--- src/rtl/tdc_divider.sv ---
// ----------------------------------------------------------------------------
// Pipelined restoring divider
// One quotient bit per stage, NW stages, unsigned operands, tag carried along.
// ----------------------------------------------------------------------------
module tdc_divider #(
	parameter int NW = 32,
	parameter int DW = 16,
	parameter int TW = 10
) (
	input  logic          clk,
	input  logic          arst_n,
	input  logic          en,
	input  logic          in_valid,
	input  logic [NW-1:0] num,
	input  logic [DW-1:0] den,
	input  logic [TW-1:0] tag,
	output logic          out_valid,
	output logic [NW-1:0] quo,
	output logic [TW-1:0] out_tag
);

	logic          vld_s [NW];
	logic [DW-1:0] rem_s [NW];
	logic [NW-1:0] num_s [NW];
	logic [NW-1:0] quo_s [NW];
	logic [DW-1:0] den_s [NW];
	logic [TW-1:0] tag_s [NW];

	for (genvar i = 0; i < NW; i++) begin : g_stage
		logic          vin;
		logic [DW-1:0] rin;
		logic [DW-1:0] din;
		logic [NW-1:0] nin;
		logic [NW-1:0] qin;
		logic [TW-1:0] tin;
		logic [DW:0]   trial;
		logic          ge;

		if (i == 0) begin : g_first
			assign vin = in_valid;
			assign rin = '0;
			assign nin = num;
			assign qin = '0;
			assign din = den;
			assign tin = tag;
		end else begin : g_next
			assign vin = vld_s[i-1];
			assign rin = rem_s[i-1];
			assign nin = num_s[i-1];
			assign qin = quo_s[i-1];
			assign din = den_s[i-1];
			assign tin = tag_s[i-1];
		end

		// The partial remainder stays below the divisor, so DW+1 bits hold the trial.
		assign trial = {rin, nin[NW-1]};
		assign ge = trial >= {1'b0, din};

		always_ff @(posedge clk or negedge arst_n) begin
			if (!arst_n) begin
				vld_s[i] <= 1'b0;
			end else if (en) begin
				vld_s[i] <= vin;
			end
		end

		always_ff @(posedge clk) begin
			if (en) begin
				rem_s[i] <= ge ? DW'(trial - {1'b0, din}) : trial[DW-1:0];
				num_s[i] <= nin << 1;
				quo_s[i] <= {qin[NW-2:0], ge};
				den_s[i] <= din;
				tag_s[i] <= tin;
			end
		end
	end

	assign out_valid = vld_s[NW-1];
	assign quo = quo_s[NW-1];
	assign out_tag = tag_s[NW-1];

endmodule

--- config.mk ---
export PLATFORM = sky130hd
export DESIGN_NAME = tdc_divider
export DESIGN_NICKNAME = d
export VERILOG_FILES = /design/src/rtl/tdc_divider.sv
export SDC_FILE = /design/constraint.sdc
export NUM_CORES = 2
export LEC_CHECK = 0
export BUFFER_PORTS_ARGS = -buffer_cell sky130_fd_sc_hd__buf_2
export CAP_MARGIN = 20
export CORE_AREA = 2 2 583 585
export DETAILED_ROUTE_END_ITERATION = 10
export DIE_AREA = 0 0 585 587
export PLACE_DENSITY = 0.47
export SLEW_MARGIN = 40
export SYNTH_ARGS = -nofsm -noshare
export SYNTH_HDL_FRONTEND = slang
export SYNTH_SLANG_ARGS = --single-unit
export TNS_END_PERCENT = 30
--- constraint.sdc ---
create_clock -name clk -period 6.2 [get_ports clk]
set_clock_uncertainty 0.1 [all_clocks]
set_input_delay 1.24 -clock clk [delete_from_list [all_inputs] [get_ports clk]]
set_output_delay 1.24 -clock clk [all_outputs]
set_load 0.03 [all_outputs]
==> impl_metrics.json <==
{
  "internal_power_mw": 38.45,
  "synth_cell_types": 88,
  "wl_um": 191700,
  "rsz0062_at_grt": "no",
  "clock_sinks": 2368,
  "synth-edff-count": 2336,
  "core_mm2": 0.3379,
  "final_util": 0.3438,
  "path_class": "reg -> reg",
  "hold_path_end": "num_s[0][386]",
  "cts_hold_buf": 0,
  "cts_tree": "yes",
  "syn-instance-count": 6605,
  "period_share": 0.6183,
  "reg2reg_to": "rem_s[3][5]",
  "hp-class": "reg -> reg",
  "crit_top_cell": "o21ai_0",
  "worst_pin_slew_ns": 0.8214,
  "finalMaxSlewViolations": 0,
  "syn2layout_area_growth_pct": 15.38,
  "die_area_mm2": 0.3434,
  "p_comb_frac": 0.304,
  "reg2reg_slack_ns": 2.37,
  "gp_congestion": 0.8175,
  "p_switching_mw": 16.97,
  "synth-seq-area-share": 0.7047,
  "pin_count": 105,
  "start_kind": "flop",
  "first_pass_iters": 7,
  "synth_compound_area_frac": 0.07010,
  "yosys_register_bits": 2368,
  "p_seq_frac": 0.411,
  "start_util": 0.2980,
  "slowest_stage": "o31ai_1",
  "dpl.hpwl_um": 128300,
  "grt_overflow": 0,
  "finalNetCount": 7575,
  "grt_pass1_wl_um": 302300,
  "ys.flop_type": "edfxtp_1",
  "cts.clk_slew.worst_paths_ns": 0.06,
  "grt_antenna_before_repair": 3,
  "first_global_vias": 53100,
  "hold_start": "num_s[0][354]",
  "cts_made_buffers": 285,
  "worstPathCellList": "inv_1 > ha_1 > nor2b_1 > o21ai_0 > a21boi_0 > o31ai_1 > a21oi_1 > o21ai_0 > a311oi_1 > nor3_2 > buf_4 > mux2_2",
  "r2r_cells": 12,
  "synth_adder_area_share": 0.06785,
  "synthesis.nets": 7195,
  "grt_util_all_layers": 0.1096,
  "timing.final.hold_violations": 0,
  "htreeDepth": 5,
  "dieHeight_um": 587,
  "relSlewSlack": 0.4382,
  "synthMuxAreaShare": 0.04506,
  "p_sw_frac": 0.3062,
  "routed_via_density": 4.468,
  "dieWidth_um": 585,
  "antenna_left": 0,
  "max_freq_ghz": 0.2609,
  "slowest_delay_ns": 0.55,
  "r2r_start": "den_s[0][33]",
  "drc": 0,
  "synth_top_family_by_area": "compound AO/OA/AOI/OAI gates",
  "worstSetupEndpointType": "flop",
  "synth-simple-area-share": 0.05549,
  "postSynthAreaPerCell_um2": 15.24,
  "setup_ws_ns": 2.367,
  "pre_cts_slack_ns": 2.341,
  "status": "finished clean",
  "synth_xor_xnor_area_share": 0.02879,
  "netlist_area_mm2": 0.1007,
  "critPathMaxFanout": 16,
  "whs_ns": 0.2957,
  "drive_above_1_share": 0.1358,
  "rows": 214,
  "cts-root-buf": "clkbuf_16",
  "setup_violations": 0,
  "cts_setup_buffers": 0,
  "crit_arrival_ns": 4.36,
  "drt_iter0_markers": 3320,
  "leakagePower_nw": 43.55,
  "maxCapViolCount": 0,
  "required_ns": 6.73,
  "p_per_area_mw_per_mm2": 477.0,
  "ys_async_sr_fraction": 0.01351,
  "grt_max_degree": 157,
  "clock_path_buffers": 4,
  "p_clk_frac": 0.285,
  "hold_depth": 0,
  "cts_resized": 0,
  "vias": 52390,
  "ys_warn_count": 0,
  "fin_crit_ns": 3.833,
  "irDropWorstVdd_mv": 0.2466,
  "fin_setup_tns_ns": 0,
  "routedWlPerCell_um": 16.35,
  "insertion_delay_ns": 0.89,
  "io_buffers": 104
}
routing by layer:
metal / vias to the layer above / GRT usage / part of all wire
met1: 25590 / 0.1457 / 0.46
met3: 393 / 0.01726 / 0.038
met4: 0 / 0.03901 / 0.032
met5: - / 0 / 0
li1: 25550 / - / -
met2: 855 / 0.1804 / 0.47
cell usage after synthesis, types with 18 or more instances:
master    number  area (µm²)
edfxtp_1    2336       70150
fa_1          30       600.6
o211ai_1      18       135.1
mux2_2       342        3851
a31oi_1       29       181.4
buf_2         22       110.1
o21a_1        67       503.0
clkbuf_1      42       157.7
nand2_1      237       889.6
nor2b_1      102       638.1
dfrtp_1       32       800.8
nor2_1       335        1257
o41ai_1       23       201.4
a21o_1       131       983.4
o21ai_0      214        1071
nand4_1       70       437.9
o21bai_1      27       202.7
a21oi_1      323        1617
xor2_1       113       989.7
nand3_1       79       395.4
and3_1        24       150.1
xnor2_1      218        1909
nor4_1        19       118.9
mux2i_1       58       580.6
a211oi_1      37       277.8
nand2b_1      62       387.9
ha_1         498        6231
a21boi_0      45       337.8
or3_1         19       118.9
o31ai_1       20       150.1
nor3_1       128       640.6
inv_1        660        2477
or2_2         24       150.1
layout make-up:
class / count / area [µm²]
Fill cell: 32540 / 221700
Sequential cell: 2368 / 70950
Multi-Input combinational cell: 3503 / 27030
Clock buffer: 344 / 7470
Tap cell: 4536 / 5675
Inverter: 660 / 2477
Timing Repair Buffer: 167 / 1303
Clock inverter: 146 / 1255
Antenna cell: 2 / 5.005
cell usage in the layout (no fill, tap or decap), drive strengths merged, types with 106 or more instances in the layout:
cell / count
ha: 498
inv: 675
xnor2: 218
clkbuf: 344
nand2: 238
clkinv: 106
xor2: 113
mux2: 349
buf: 167
edfxtp: 2336
a21oi: 325
nor3: 131
o21ai: 224
nor2: 335
a21o: 133
critical path: cells and delay by family, from the launching register on:
family | cells | cell delay [ns]
multiplexers | 1 | 0.37
buffers and inverters | 2 | 0.38
adder cells (fa/ha/maj) | 1 | 0.23
AND/OR/NAND/NOR | 2 | 0.28
flip-flops | 1 | 0.44
AO/OA/AOI/OAI | 6 | 1.75
power groups by stage:
stage	Clock (mW)	Sequential, mW	Combinational (mW)
5_1_grt	17.1	23.1	18.9
2_1_floorplan	0	22.4	13.1
3_3_place_gp	0	23.2	16.4
6_report	15.8	22.8	16.8
3_5_place_dp	0	23.2	16.7
4_1_cts	16.5	22.9	16.9
sequential cells by signal (all words and copies together) (netlist names):
signal,count
quo_s,528
g_stage.vin,31
rem_s,496
num_s,496
tag_s,320
den_s,496
out_valid,1
how the worst max path moves through the flow:
stage	depth (start not counted)	from	slack, ns	to
4_1_cts	12	den_s[0][33]	2.34	rem_s[3][5]
3_5_place_dp	12	den_s[0][33]	2.34	rem_s[3][4]
6_report	12	den_s[0][33]	2.37	rem_s[3][5]
3_3_place_gp	10	den_s[0][49]	2.17	rem_s[4][6]
5_1_grt	12	den_s[0][33]	2.03	rem_s[3][5]
2_1_floorplan	9	num[31]	2.98	rem_s[0][0]
kinds of logic after synthesis:
logic type	Yosys count
AND/OR/NAND/NOR	1151
XOR/XNOR	331
AO/OA/AOI/OAI	1086
multiplexers	407
buffers and inverters	734
flip-flops	2368
adder cells (fa/ha/maj)	528
through the flow:
stage | cells | power (mW) | instance area (µm²)
global placement | 11230 | 39.64 | 107300
global route | 11730 | 59.05 | 116200
CTS | 11720 | 56.31 | 116100
finish | 11730 | 55.41 | 116200
detailed placement | 11230 | 39.96 | 107400
floorplan | 6605 | 35.52 | 100700
No activity file was read; power rests on OpenSTA's default activity.
